==> src/rtl/sdn_pkg.sv <==
// Shared types, widths and constant tables for the scale-degree to note block.
package sdn_pkg;

  // Musical constants
  localparam int SEMITONES_PER_OCTAVE = 12;
  localparam int MAX_DEGREES          = 12;

  // Field widths
  localparam int IDX_W     = 12;
  localparam int NOTE_W    = 16;
  localparam int BASE_W    = 7;
  localparam int SIZE_W    = 4;
  localparam int OFS_W     = 4;
  localparam int OFFSETS_W = 48;

  // Divider widths: the biased index is non-negative and below 2**U_W
  localparam int U_W         = IDX_W + SIZE_W - 1;
  localparam int RECIP_SHIFT = U_W + SIZE_W;
  localparam int RECIP_W     = RECIP_SHIFT + 1;
  localparam int PROD_W      = U_W + RECIP_W;
  localparam int IDX_BIAS    = 2 ** (IDX_W - 1);

  // Configuration register indexes
  typedef enum logic [1:0] {
    REG_BASE_NOTE     = 2'd0,
    REG_SCALE_SIZE    = 2'd1,
    REG_SCALE_OFFSETS = 2'd2
  } cfg_reg_e;

  // Divider result handed to the note stage
  typedef struct packed {
    logic                     valid;
    logic signed [NOTE_W-1:0] octave;
    logic [SIZE_W-1:0]        degree;
  } div_res_t;

  // Clamp the raw scale size to 1..MAX_DEGREES
  function automatic logic [SIZE_W-1:0] eff_size(input logic [SIZE_W-1:0] raw);
    logic [SIZE_W-1:0] s;
    s = raw;
    if (s == '0) s = SIZE_W'(1);
    if (s > SIZE_W'(MAX_DEGREES)) s = SIZE_W'(MAX_DEGREES);
    return s;
  endfunction

  // ceil(2**RECIP_SHIFT / s): exact floor quotient for any dividend below 2**U_W
  function automatic logic [RECIP_W-1:0] recip(input logic [SIZE_W-1:0] s);
    logic [RECIP_W-1:0] r;
    unique case (s)
      4'd1:    r = RECIP_W'(524288);
      4'd2:    r = RECIP_W'(262144);
      4'd3:    r = RECIP_W'(174763);
      4'd4:    r = RECIP_W'(131072);
      4'd5:    r = RECIP_W'(104858);
      4'd6:    r = RECIP_W'(87382);
      4'd7:    r = RECIP_W'(74899);
      4'd8:    r = RECIP_W'(65536);
      4'd9:    r = RECIP_W'(58255);
      4'd10:   r = RECIP_W'(52429);
      4'd11:   r = RECIP_W'(47663);
      4'd12:   r = RECIP_W'(43691);
      default: r = '0;
    endcase
    return r;
  endfunction

endpackage

==> src/rtl/sdn_floor_div.sv <==
// Three-stage pipelined floor divider: octave and non-negative degree of a signed index.
module sdn_floor_div (
  input  logic                                clk_i,
  input  logic                                rst_ni,
  input  logic                                valid_i,
  input  logic signed [sdn_pkg::IDX_W-1:0]    index_i,
  input  logic [sdn_pkg::SIZE_W-1:0]          size_i,
  output sdn_pkg::div_res_t                   res_o
);
  import sdn_pkg::*;

  // Stage A: bias the index by size * IDX_BIAS so it is never negative
  logic              a_valid_q;
  logic [U_W-1:0]    a_u_q, a_u_d;
  logic [SIZE_W-1:0] a_size_q;

  // Stage B: multiply by the reciprocal
  logic              b_valid_q;
  logic [PROD_W-1:0] b_prod_q, b_prod_d;
  logic [U_W-1:0]    b_u_q;
  logic [SIZE_W-1:0] b_size_q;

  // Stage C: quotient, remainder and octave
  logic                     c_valid_q;
  logic signed [NOTE_W-1:0] c_oct_q, c_oct_d;
  logic [SIZE_W-1:0]        c_deg_q, c_deg_d;
  logic [SIZE_W-1:0]        c_size_q;

  logic [U_W-1:0] idx_ext;
  logic [U_W-1:0] bias;
  logic [U_W-1:0] quot;
  logic [U_W-1:0] qs;
  logic [U_W-1:0] rem;

  always_comb begin
    idx_ext = {{(U_W-IDX_W){index_i[IDX_W-1]}}, index_i};
    bias    = {size_i, {(IDX_W-1){1'b0}}};
    a_u_d   = idx_ext + bias;
  end

  assign b_prod_d = PROD_W'(a_u_q) * PROD_W'(recip(a_size_q));

  always_comb begin
    quot    = b_prod_q[RECIP_SHIFT +: U_W];
    qs      = U_W'(quot * U_W'(b_size_q));
    rem     = b_u_q - qs;
    c_deg_d = rem[SIZE_W-1:0];
    c_oct_d = NOTE_W'(quot) - NOTE_W'(IDX_BIAS);
  end

  // Advance valid bits
  always_ff @(posedge clk_i or negedge rst_ni) begin
    if (!rst_ni) begin
      a_valid_q <= 1'b0;
      b_valid_q <= 1'b0;
      c_valid_q <= 1'b0;
    end else begin
      a_valid_q <= valid_i;
      b_valid_q <= a_valid_q;
      c_valid_q <= b_valid_q;
    end
  end

  // Advance payload; the size travels with each word
  always_ff @(posedge clk_i) begin
    a_u_q    <= a_u_d;
    a_size_q <= size_i;
    b_prod_q <= b_prod_d;
    b_u_q    <= a_u_q;
    b_size_q <= a_size_q;
    c_oct_q  <= c_oct_d;
    c_deg_q  <= c_deg_d;
    c_size_q <= b_size_q;
  end

  assign res_o.valid  = c_valid_q;
  assign res_o.octave = c_oct_q;
  assign res_o.degree = c_deg_q;

  // The remainder is always below the divisor it was computed with
  a_deg_range: assert property (@(posedge clk_i) disable iff (!rst_ni)
    c_valid_q && c_size_q != '0 |-> c_deg_q < c_size_q)
    else $error("degree not below scale size");

  // Every result comes from a word that entered stages A, B and C in turn
  a_latency: assert property (@(posedge clk_i) disable iff (!rst_ni)
    c_valid_q |-> $past(valid_i, 3))
    else $error("result without matching input");

  // Octave stays within the span of the index field
  a_oct_range: assert property (@(posedge clk_i) disable iff (!rst_ni)
    c_valid_q && c_size_q != '0 |->
      (c_oct_q >= $signed(NOTE_W'(-IDX_BIAS))) &&
      (c_oct_q <= $signed(NOTE_W'(IDX_BIAS - 1))))
    else $error("octave out of range");

endmodule

==> src/rtl/scale_degree_to_note.sv <==
// Top level: configuration registers, floor divider and note assembly stage.
//
// Channel   Direction  Handshake                   Payload
// command   in         start_i (busy_o always low) degree_index_i
// result    out        done_o strobe, one cycle    note_number_o
// config    in         cfg_valid_i / cfg_ready_o   cfg_index_i, cfg_data_i
//
// One word enters every cycle; each result passes through the divider stages,
// bias, reciprocal multiply and remainder, then one stage for octave scaling,
// offset lookup and the final add.
// Reset restores base note 60, scale size 7 and the major-scale offsets.
// No stall exists: results are strobed and must be taken when shown.
module scale_degree_to_note (
  input  logic                                   clk_i,
  input  logic                                   rst_ni,
  input  logic                                   start_i,
  output logic                                   busy_o,
  input  logic signed [sdn_pkg::IDX_W-1:0]       degree_index_i,
  input  logic                                   cfg_valid_i,
  output logic                                   cfg_ready_o,
  input  logic [1:0]                             cfg_index_i,
  input  logic [sdn_pkg::OFFSETS_W-1:0]          cfg_data_i,
  output logic                                   done_o,
  output logic signed [sdn_pkg::NOTE_W-1:0]      note_number_o
);
  import sdn_pkg::*;

  logic [BASE_W-1:0]    base_note_q;
  logic [SIZE_W-1:0]    scale_size_q;
  logic [OFFSETS_W-1:0] scale_offsets_q;
  logic [SIZE_W-1:0]    size_eff;
  div_res_t             div_res;

  logic [OFS_W-1:0]     ofs [MAX_DEGREES];
  logic [OFS_W-1:0]     offset;
  logic [NOTE_W-1:0]    oct12;
  logic [NOTE_W-1:0]    note_d;
  logic [NOTE_W-1:0]    note_q;
  logic                 done_q;

  assign busy_o      = 1'b0;
  assign cfg_ready_o = 1'b1;

  // Write configuration registers; unknown indexes drop the word
  always_ff @(posedge clk_i or negedge rst_ni) begin
    if (!rst_ni) begin
      base_note_q     <= BASE_W'(60);
      scale_size_q    <= SIZE_W'(7);
      scale_offsets_q <= OFFSETS_W'(48'h0000_0B97_5420);
    end else if (cfg_valid_i && cfg_ready_o) begin
      unique case (cfg_index_i)
        REG_BASE_NOTE:     base_note_q     <= cfg_data_i[BASE_W-1:0];
        REG_SCALE_SIZE:    scale_size_q    <= cfg_data_i[SIZE_W-1:0];
        REG_SCALE_OFFSETS: scale_offsets_q <= cfg_data_i;
        default:           ;
      endcase
    end
  end

  assign size_eff = eff_size(scale_size_q);

  sdn_floor_div u_div (
    .clk_i   (clk_i),
    .rst_ni  (rst_ni),
    .valid_i (start_i && !busy_o),
    .index_i (degree_index_i),
    .size_i  (size_eff),
    .res_o   (div_res)
  );

  // Unpack the semitone offsets
  always_comb begin
    for (int i = 0; i < MAX_DEGREES; i++) begin
      ofs[i] = scale_offsets_q[i*OFS_W +: OFS_W];
    end
  end

  // Scale the octave, look up the degree offset and add the base
  always_comb begin
    offset = (div_res.degree < SIZE_W'(MAX_DEGREES)) ? ofs[div_res.degree] : '0;
    oct12  = NOTE_W'(div_res.octave * NOTE_W'(SEMITONES_PER_OCTAVE));
    note_d = NOTE_W'(base_note_q) + oct12 + NOTE_W'(offset);
  end

  always_ff @(posedge clk_i or negedge rst_ni) begin
    if (!rst_ni) begin
      done_q <= 1'b0;
    end else begin
      done_q <= div_res.valid;
    end
  end

  always_ff @(posedge clk_i) begin
    note_q <= note_d;
  end

  assign done_o        = done_q;
  assign note_number_o = note_q;

  // Every accepted word is answered by a done_o strobe
  a_answer: assert property (@(posedge clk_i) disable iff (!rst_ni)
    start_i && !busy_o |-> ##4 done_o)
    else $error("accepted word not answered");

  // No result without an earlier start
  a_no_spurious: assert property (@(posedge clk_i) disable iff (!rst_ni)
    done_o |-> $past(start_i, 4))
    else $error("result without a start");

  // Note stage strobes done in the cycle after the divider result
  a_stage: assert property (@(posedge clk_i) disable iff (!rst_ni)
    done_o |-> $past(div_res.valid))
    else $error("note stage out of step with divider");

endmodule

==> config.mk <==
export PLATFORM = sky130hd
export DESIGN_NAME = scale_degree_to_note
export DESIGN_NICKNAME = d
export VERILOG_FILES = /design/src/rtl/sdn_pkg.sv /design/src/rtl/sdn_floor_div.sv /design/src/rtl/scale_degree_to_note.sv
export SDC_FILE = /design/constraint.sdc
export NUM_CORES = 1
export LEC_CHECK = 0
export CORE_MARGIN = 1.5
export CORE_UTILIZATION = 60
export CTS_CLUSTER_DIAMETER = 40
export DETAILED_ROUTE_END_ITERATION = 12
export DONT_BUFFER_PORTS = 1
export PLACE_DENSITY = 0.76
export SYNTH_ARGS = -nofsm -noshare
export SYNTH_HDL_FRONTEND = slang
export SYNTH_SLANG_ARGS = --single-unit
==> constraint.sdc <==
create_clock -name clk_i -period 10.52 [get_ports clk_i]
set_input_delay 1.578 -clock clk_i [delete_from_list [all_inputs] [get_ports clk_i]]
set_output_delay 1.578 -clock clk_i [all_outputs]
set_load 0.01 [all_outputs]
**After elaboration in Yosys (flattened, before gate mapping)**

Memory sizes are Yosys's and may differ from the RTL's. A register that Yosys moved wholly into a read port is not among the register bits.
Cells that the tools add are included.

- Memory bits (read-only): 320
- Bits in latches: 0
- Output and inout port bits: 19
- Memories: 1
- Input bits: 66
- Word-level logic and storage cells: 41
- Register bits after elaboration: 160
- Memory bits (writable): 0

Memories:

| name | words | bits a word | rd ports | clocked after Yosys merged registers in | wr ports | RTL line | RTL |
|---|---|---|---|---|---|---|---|
| (no name shown) | 16 | 20 | 1 | 1 | 0 | sdn_pkg.sv:49 | `unique case (s)` |

- $mul: 3
- $lt $le $gt $ge: 3
- Mux-type cells: 6
- Divide/modulo/power cells: 0
- Eq/ne operators: 2
- Bitwise operators: 1
- Shifts and indexed selects: 0
- Reduce and logical (&&, ||, !) cells: 5
- $add $sub $neg: 5

Operator list:

| kind | count |
|---|---|
| $mul 15x20->34 | 1 |
| $mux 4 | 5 |
| $add 16x4->16 | 1 |
| $add 7x16->16 | 1 |
| $bmux 4 s4 | 1 |
| $mul 16x3->14 const B | 1 |
| $sub 15x12->16 const B | 1 |
| $add 15x15->15 | 1 |
| $mul 15x4->4 | 1 |
| $reduce_and 2->1 | 3 |
| $ge 5x5->1 const B | 1 |
| $not 4->5 | 1 |
| $gt 4x4->1 const B | 1 |
| $logic_not 4->1 | 1 |
| $lt 4x4->1 const B | 1 |
| $sub 4x4->4 | 1 |
| $eq 2x1->1 const B | 1 |
| $eq 2x2->1 const B | 1 |
| $logic_not 2->1 | 1 |

**Logic depth before layout (Yosys ltp)**

Gate-level depths: netlist of the first run.

- Word-level depth: 6
- Gate-level depth with buffers: 22
- Mapped depth without buffers: 21

**Cells and area by module**

Synthesis of the first run repeated with hierarchy kept, for this count alone.

- Cells, all modules: 1587
- Area, all modules: 16039.1 um^2

By module, submodules not included:

| module | cells each | times used | area an instance (um^2) | sequential area each (um^2) |
|---|---|---|---|---|
| sdn_floor_div | 1242 | 1 | 11688.7 | 1696.6 |
| scale_degree_to_note | 345 | 1 | 4350.4 | 1845.5 |

**Worst setup path after synthesis of the first run**

No wires, ideal clock.

- Path type: register to register
- Start: reg u_div.a_u_q[6]
- End: reg u_div.b_prod_q[26]
- Arrival time: 5.528 ns
- Setup slack: 4.872 ns
- Library setup time: 0.120 ns
- Required time: 10.400 ns
- Stages on the path, launching flop included: 21
- Cell sequence: dfxtp_1 clkbuf_1 buf_1 nand2_1 fa_1 fa_1 inv_1 fa_1 fa_1 fa_1 inv_1 fa_1 inv_1 ha_1 and4_1 nand3_1 a2111o_1 o211ai_2 nor2b_4 o221ai_2 xnor2_1

- Longest elaborated chain between the ends: 1

Ends and longest elaborated chain:

| item | RTL line | RTL |
|---|---|---|
| start: declaration | sdn_floor_div.sv:14 | `logic [U_W-1:0] a_u_q, a_u_d;` |
| start signal: assignment | sdn_floor_div.sv:66 | `a_u_q <= a_u_d;` |
| $mul 15x20->34 | sdn_floor_div.sv:41 | `assign b_prod_d = PROD_W'(a_u_q) * PROD_W'(recip(a_size_q));` |
| named net u_div.b_prod_d[26] | sdn_floor_div.sv:19 | `logic [PROD_W-1:0] b_prod_q, b_prod_d;` |
| end signal: assignment | sdn_floor_div.sv:68 | `b_prod_q <= b_prod_d;` |
| end: declaration | sdn_floor_div.sv:19 |  |

The timed path passes the listed nets, and every way through them passes these cells.
A chain may end at the register's enable or synchronous reset.

**Final worst setup path of the first run**

- Start: reg u_div.a_u_q[4]
- End: reg u_div.b_prod_q[26]

The elaborated chain is that of the path after synthesis.

==> reports/summary.md, run 1 <==
The run finished with clean final reports. Traced cell by cell, the critical path runs through and2_1 > inv_1 > fa_1 > fa_1 > inv_1 > fa_1 > fa_1 > fa_1 > inv_1 > fa_1 > inv_1 > ha_1 > and4_1 > nand3_1 > a2111o_1 > o211ai_2 > nor2b_4 > o221ai_2 > xnor2_1. Setup repair after global routing left no endpoint under its margin. In this run the count of I/O pins placed on the die edge is 85.

Adding up every negative setup slack in the final design gives 0 ns. The cell area reported after detailed placement is 15800 µm². The stage delay of the slowest cell on the critical path came out at 0.81 ns.

The slowest stage of the critical path is the sky130_fd_sc_hd__dfxtp_1 cell. The number of remaining DRC errors is 0. The max-cap check violation count came out at 0.

0 antenna diodes ended up in the layout. The tree is rooted in a sky130_fd_sc_hd__clkbuf_16. The final route contains 10300 vias. The tools report the data required time at the worst endpoint as 10.85 ns. The detail route stage leaves a number of antenna-violating nets equal to 0.

The unique cell type count in the Yosys netlist is 64. The finished cells cover 16400 µm². The fraction of layout instances using a drive strength above 1 works out to 0.0892. The kind of start point of the critical path was a register. The synthesis warning total is 0. The detailed router finished its first iteration with 683 violations. The tools report the count of H-tree levels built during CTS as 4. After detailed routing, the average wire length per cell comes to 19.6 µm. The run gives 0.292 as the global routing usage summed across all routing layers. After clock tree synthesis, the clock-pin slew on the worst setup and hold paths is 0.08 ns. For the max-slew headroom at the worst pin, the log shows 0.319.

The fraction of synthesis flops using an asynchronous set or reset pin was 0.401; the half-perimeter wire length after detailed placement was 27600 µm. The run gives 1528 as the cell count after synthesis. In this run the worst path has a maximum fanout of 19. The floorplan step defined a core boundary enclosing 25300 µm².

In this run the horizontal extent of the chip is 164 µm. The run gives 158 MHz as the highest achievable clock rate. The post-synthesis average cell area is 10.2 µm².

The logs give 17 for the clock buffer count from CTS and 0 for the final number of hold-violating endpoints. Family of cells with the greatest summed delay on the critical path: adder cells. The area added between synthesis and finish is 5.19%. Summed over all layers, the routed wires come to 36000 µm.

The sequential cell area fraction in the yosys report is 0.223. Deepest clock path buffer count: 2. The clock insertion delay at the later pin of the skew report came out at 0.43 ns. For this run the aggregate overflow at the end of global routing stands at 0.

The CTS sink count is 157, and the height of the die is 164 µm. STA classifies the critical path endpoint as a register. For the pin with the worst max-slew slack, the measured transition is 1.02 ns. The final max-slew violation count came out at 0. The logs give 6.64 ns for the critical path data arrival time and 11300 for the via count of the first global-routing pass.

The floorplan has 58 rows. By startpoint and endpoint, the worst setup path is classified as register to register. The synthesized netlist occupies a cell area of 15600 µm². When the netlist entered floorplanning its net count stood at 1965. Post-CTS setup repair buffer count: 0. Together, buffers and inverters on the worst path number 4. The cell that appears most often on the critical path is sky130_fd_sc_hd__fa_1. The worst hold path belongs to the class register to register. The filler cells instantiated in the layout total 2008. TritonCTS built the clock tree.

Entering global routing, the biggest net connects 64 pins. The run gives 0.615 as the starting density of the core. The number of hold buffers added after CTS was 0.

For this run, the detailed router's first-pass iteration total came to 5. The detail-routed via count per cell came out at 5.62. The area of the die is 27000 µm², and the clock skew is 0.0180 ns. At the end of routability-driven placement, the weighted congestion stood at 0.927. For this run, the post-layout net count is 1927. For this run, the leading register cell type out of synthesis is sky130_fd_sc_hd__dfxtp_1.

For the number of antenna violations at the first check in global routing, the log shows 0. The smallest clock period supported by the final layout is computed as 6.31 ns. In this run, synthesis produced a sequential element count of 157. The number of enable flip-flop cells after synthesis was 0; the number of resized instances in the post-cts repair step was 0.

Input and output buffers added on the ports amount to 0. The wire length of the first global-routing pass is 59000 µm. The ratio of final minimum period to clock period is 0.600. Setup violations remaining at the end of the flow were counted as 0.
## area by class of cell
class	instances	area [µm²]	area share
clock buffers	18	450	0.0275
clock inverters	14	165	0.0101
inverters	282	1060	0.0646
multi-input cells	1031	10800	0.660
flip-flops and latches	157	3480	0.212
well taps	330	413	0.0252
repair buffers	1	7.51	0.000458
## layout by cell type (no fill, tap or decap), types with 17 or more instances in the layout
cell,n
sky130_fd_sc_hd__and2_1,150
sky130_fd_sc_hd__nand2_1,175
sky130_fd_sc_hd__inv_1,282
sky130_fd_sc_hd__xnor2_1,42
sky130_fd_sc_hd__dfxtp_1,94
sky130_fd_sc_hd__nor2_1,17
sky130_fd_sc_hd__o21ai_0,21
sky130_fd_sc_hd__clkbuf_16,18
sky130_fd_sc_hd__mux2_2,59
sky130_fd_sc_hd__xor2_1,17
sky130_fd_sc_hd__ha_1,133
sky130_fd_sc_hd__fa_1,238
sky130_fd_sc_hd__dfrtp_1,44
sky130_fd_sc_hd__a21oi_1,38
sky130_fd_sc_hd__dfstp_2,19
## metal layers
metal	wire [µm]	global-route usage	up-vias
met4	1070	0.0950	0
met3	2380	0.0467	78
li1	-	-	4658
met1	15100	0.382	5170
met2	17500	0.498	392
met5	0	0	-
## worst register-to-register path, stage by stage (launching register included)
cell                       delay, ns
sky130_fd_sc_hd__dfxtp_1        0.81
sky130_fd_sc_hd__and2_1         0.30
sky130_fd_sc_hd__inv_1          0.08
sky130_fd_sc_hd__fa_1           0.48
sky130_fd_sc_hd__fa_1           0.52
sky130_fd_sc_hd__inv_1          0.06
sky130_fd_sc_hd__fa_1           0.51
sky130_fd_sc_hd__fa_1           0.53
sky130_fd_sc_hd__fa_1           0.51
sky130_fd_sc_hd__inv_1          0.05
sky130_fd_sc_hd__fa_1           0.47
sky130_fd_sc_hd__inv_1          0.04
sky130_fd_sc_hd__ha_1           0.41
sky130_fd_sc_hd__and4_1         0.27
sky130_fd_sc_hd__nand3_1        0.15
sky130_fd_sc_hd__a2111o_1       0.33
sky130_fd_sc_hd__o211ai_2       0.21
sky130_fd_sc_hd__nor2b_4        0.22
sky130_fd_sc_hd__o221ai_2       0.12
sky130_fd_sc_hd__xnor2_1        0.13
## through the flow
| step | instances | setup slack, ns | util | hold slack, ns |
|---|---|---|---|---|
| final | 1833 | 4.21 | 0.647 | 0.326 |
| after floorplan | 1528 | 4.87 | - | 0.310 |
| after detailed placement | 1801 | 4.29 | 0.623 | 0.312 |
| after CTS | 1833 | 4.26 | 0.647 | 0.322 |
| after global routing | 1833 | 3.88 | 0.647 | 0.335 |
| after global placement | 1801 | 4.33 | 0.623 | 0.310 |
## cells by family after synthesis
logic type / after synthesis / synth area share
AND/OR/NAND/NOR: 402 / 0.133
adder cells (fa/ha/maj): 371 / 0.412
buffers and inverters: 340 / 0.0824
flip-flops: 157 / 0.223
AO/OA/AOI/OAI: 120 / 0.0507
multiplexers: 77 / 0.0646
XOR/XNOR: 59 / 0.0332
other: 2 / 0.000482
## synthesized netlist by cell type, types with 19 or more instances
library cell	number	share of area
sky130_fd_sc_hd__inv_1	282	0.068
sky130_fd_sc_hd__fa_1	238	0.31
sky130_fd_sc_hd__nand2_1	175	0.042
sky130_fd_sc_hd__and2_1	150	0.060
sky130_fd_sc_hd__ha_1	133	0.11
sky130_fd_sc_hd__dfxtp_1	94	0.12
sky130_fd_sc_hd__mux2_2	59	0.043
sky130_fd_sc_hd__clkbuf_1	49	0.012
sky130_fd_sc_hd__dfrtp_1	44	0.071
sky130_fd_sc_hd__xnor2_1	42	0.024
sky130_fd_sc_hd__a21oi_1	38	0.012
sky130_fd_sc_hd__o21ai_0	21	0.0067
sky130_fd_sc_hd__dfstp_2	19	0.032
## final timing paths
path	from	endpoint	slack [ns]	cells past startpoint
max	u_div.a_u_q[4]	u_div.b_prod_q[26]	4.21	19
min	u_div.b_prod_q[25]	u_div.c_oct_q[6]	0.33	0
max reg2reg	u_div.a_u_q[4]	u_div.b_prod_q[26]	4.21	19
min reg2reg	u_div.b_prod_q[25]	u_div.c_oct_q[6]	0.33	0
max in group asynchronous	rst_ni	scale_size_q[1]	9.46	0
min in group asynchronous	rst_ni	scale_offsets_q[19]	0.84	0
Power of run 1 is left out: the tool's default activity adds up to more than one toggle a clock period on the data nets, which glitch-free logic cannot reach.
==> run 2, diff against run 1 <==
==> constraint.sdc (replaced) <==
create_clock -name clk_i -period 6.4 [get_ports clk_i]
set_input_delay 0.96 -clock clk_i [delete_from_list [all_inputs] [get_ports clk_i]]
set_output_delay 0.96 -clock clk_i [all_outputs]
set_load 0.01 [all_outputs]
==> run 2 against run 1 <==
  * Final area increased by 0.89%
  * Worst setup slack worse by 3.9 ns
  * Cell count increased by 1.1%
  * First-iteration DRC count increased by 3.5%
  * Core utilization increased by 0.58 points
  * Hold slack got worse by 0.11 ns
  * Critical path depth unchanged
  * Routed wire length rose by 1.1%
  * Non-clock buffer count up 19
  * Fmax is 3.1% higher
  * Via count increased by 1.9%
  * Die area did not move
  * Critical path type unchanged
  * Critical endpoint is now u_div.b_prod_q[30]
  * Largest cell class unchanged
==> reports/summary.md, run 2 (synthesis results as in run 1) <==
The flow ran to the end, and the final reports show no timing, DRC or antenna violations. The run gives 0.0157 ns (-0.00232 ns) as the clock skew. The worst setup slack for register-to-register paths was 0.28 ns (-3.93 ns). The measured slew at the worst slew-check pin works out to 0.995 ns (-0.0240 ns). The startpoint identified for the worst register-to-register timing path is u_div.a_u_q[9]. The total of hold buffers inserted after clock tree synthesis came out at 0 (unchanged). Setup repair after global routing left no endpoint under its margin.

The library cell used most frequently in the layout, excluding fill and tap cells, is sky130_fd_sc_hd__inv_1. The ratio of final minimum period to clock period is 0.957 (+0.357). The number of antenna violations at the first check in global routing came out at 2 (+2).

The signal on the critical path passes through buf_4 > nand2_1 > fa_1 > inv_1 > fa_1 > fa_1 > fa_1 > fa_1 > inv_1 > fa_1 > inv_1 > ha_1 > a21oi_1 > nand2_1 > a311oi_1 > o211ai_1 > a31oi_1 > o21bai_1 > xor2_1. The time the worst path needs with I/O delays and setup was 6.12 ns (-0.187 ns). The clock root buffer was sky130_fd_sc_hd__clkbuf_16. The logs give 2 (unchanged) for the deepest clock path buffer count and 0.615 (unchanged) for the starting density of the core. The slowest stage of the critical path is the sky130_fd_sc_hd__dfxtp_1 cell. The tools report the number of top-level design ports as 85 (unchanged).

The detail-routed via count per cell was 5.66 (+0.82%); the met2 usage in global routing was 0.494 (-0.00326). TritonCTS built the clock tree. Register clock-pin slew on the reported worst setup and hold paths: 0.08 ns (about the same). The post-placement cell count is 1820 (+1.1%), and the clock insertion delay at the later pin of the skew report is 0.43 ns (about the same).

Number of remaining DRC errors: 0 (unchanged). The run gives 0.937 (+1.1%) as the routability congestion estimate from global placement. The stage delay of the slowest cell on the critical path works out to 0.69 ns (-0.12 ns). The critical path data arrival time came out at 6.44 ns (-0.20 ns).

The core outline area is 25300 µm² (unchanged). The kind of critical path is register to register. The global routing usage on met3 is 0.0598 (+0.0131), and the count of non-filler cells in the finished layout is 1853 (+1.1%). For the final standard cell utilization of the core, the log shows 0.653 (+0.00578). The pin count of the biggest net entering global routing came out at 64 (unchanged). The quantity of I/O buffers inserted on ports works out to 0 (unchanged).

The logs give 0 (unchanged) for the remaining antenna violation count and 28300 µm (+2.6%) for the half-perimeter wire length after detailed placement. The run gives 0 (unchanged) as the total setup violations reported at the end of the flow. The run gives 0.291 (-0.00166) as the global routing usage summed across all routing layers. The fraction of layout instances using a drive strength above 1 is 0.104 (+0.0147), and the total vias in the final route is 10500 (+1.9%).

For the highest achievable clock rate, the log shows 163 MHz (+3.1%). The tools report the number of filler instances in the final layout as 2015 (+0.35%). The number of cells on the worst reg-to-reg path works out to 19 (unchanged). The library cells used most frequently in the layout, excluding fill and tap cells, are sky130_fd_sc_hd__inv_1, sky130_fd_sc_hd__fa_1, sky130_fd_sc_hd__nand2_1, sky130_fd_sc_hd__and2_1, sky130_fd_sc_hd__ha_1. From synthesis to final layout, the design area changed by 6.13%. The maximum fanout along the worst path was 13 (-6).

The final net count was 1946 (+0.99%); the routed wire length was 36400 µm (+1.1%). The area of the die came out at 27000 µm² (unchanged). The worst min-delay path category is input port to asynchronous set/reset pin. The data required time at the worst endpoint is 6.72 ns (-4.13 ns). The kind of start point of the critical path was a register. The average wire per cell in the routed design works out to 19.7 µm (about the same). Initial detailed-routing violation count: 707 (+3.5%). The final max-slew violation count came out at 0 (unchanged). The cell repeated most along the worst path was sky130_fd_sc_hd__fa_1. The iteration count of the initial detailed-routing pass is 4 (-1), and the x dimension of the die is 164 µm (unchanged). The max-slew headroom at the worst pin was 0.335 (+0.0160). The height of the die came out at 164 µm (unchanged). The run gives 4 (unchanged) as the count of H-tree levels built during CTS. The wire length of the first global-routing pass was 58600 µm (-0.68%).

STA classifies the critical path endpoint as a register. The run gives 0 (unchanged) as the final number of hold-violating endpoints. For the max-cap check violation count, the log shows 0 (unchanged).

The CTS sink count is 157 (unchanged), and the via count of the first global-routing pass is 11300 (+0.59%). The final-layout setup total negative slack is 0 ns (unchanged). For the count of standard-cell rows, the log shows 58 (unchanged).

The layer with the highest usage is met2. The endpoint identified for the worst register-to-register timing path is u_div.b_prod_q[30]. The residual overflow from global routing came out at 0 (unchanged).

The logs give 0.364 (-0.0181) for the global routing met1 resource utilization and 17 (unchanged) for the clock buffer count from CTS.
==> run 2: cell count changes in the layout (fill, tap and decap cells not counted), sizes merged <==
| cell | previous run | this run |
|---|---|---|
| clkbuf | 18 | 21 |
| clkinv | 6 | 4 |
| bufinv | 0 | 1 |
| inv | 290 | 288 |
| diode | 0 | 1 |
| buf | 1 | 20 |
==> run 2: how the worst max path moves through the flow <==
stage	slack (ns)	endpoint	startpoint	cells past startpoint
floorplan	0.75	u_div.b_prod_q[26]	u_div.a_u_q[6]	20
global placement	0.20	u_div.b_prod_q[26]	u_div.a_u_q[4]	19
detailed placement	0.22	u_div.b_prod_q[26]	u_div.a_u_q[4]	19
CTS	0.18	u_div.b_prod_q[26]	u_div.a_u_q[4]	19
global route	0.01	u_div.b_prod_q[32]	register	18
finish	0.28	u_div.b_prod_q[30]	u_div.a_u_q[9]	19
==> run 2: metal layers <==
layer  up-vias  routed length (µm)
li1       4701                   -
met1      5303               14800
met2       410               17500
met3        80                2760
met4         2                1290
met5         -                  13
==> run 2: stage by stage <==
step	setup WS, ns	cell area [µm²]	hold WS [ns]
final	0.276	16500	0.215
after detailed placement	0.222	15900	0.312
after global routing	0.00952	16500	0.197
after global placement	0.202	15900	0.310
after floorplan	0.752	15600	0.310
after CTS	0.179	16500	0.197
==> run 2: area by class of cell <==
class	instances	area, µm²	area share
Multi-Input combinational cell	1031	10800	0.654
Sequential cell	157	3490	0.211
Inverter	282	1060	0.0640
Clock buffer	21	493	0.0298
Tap cell	330	413	0.0250
Timing Repair Buffer	20	150	0.00908
Clock inverter	11	116	0.00703
Antenna cell	1	2.50	0.000151
==> run 2: critical path, delay by kind of cell (launching register included) <==
kind                       cells  cell delay, ns
adders and majority gates      7            3.37
AOI/OAI and AO/OA              5            1.20
xor gates and xnor gates       1            0.14
DFF                            1            0.69
buffers and inverters          4            0.42
and+or+nand+nor                2            0.17
==> run 2: what timing repair did <==
action,in CTS,in global routing
endpoints found under the setup margin,0,6
gates resized for setup,0,6
buffers inserted,0,0
Power of run 2 is left out for the same reason.
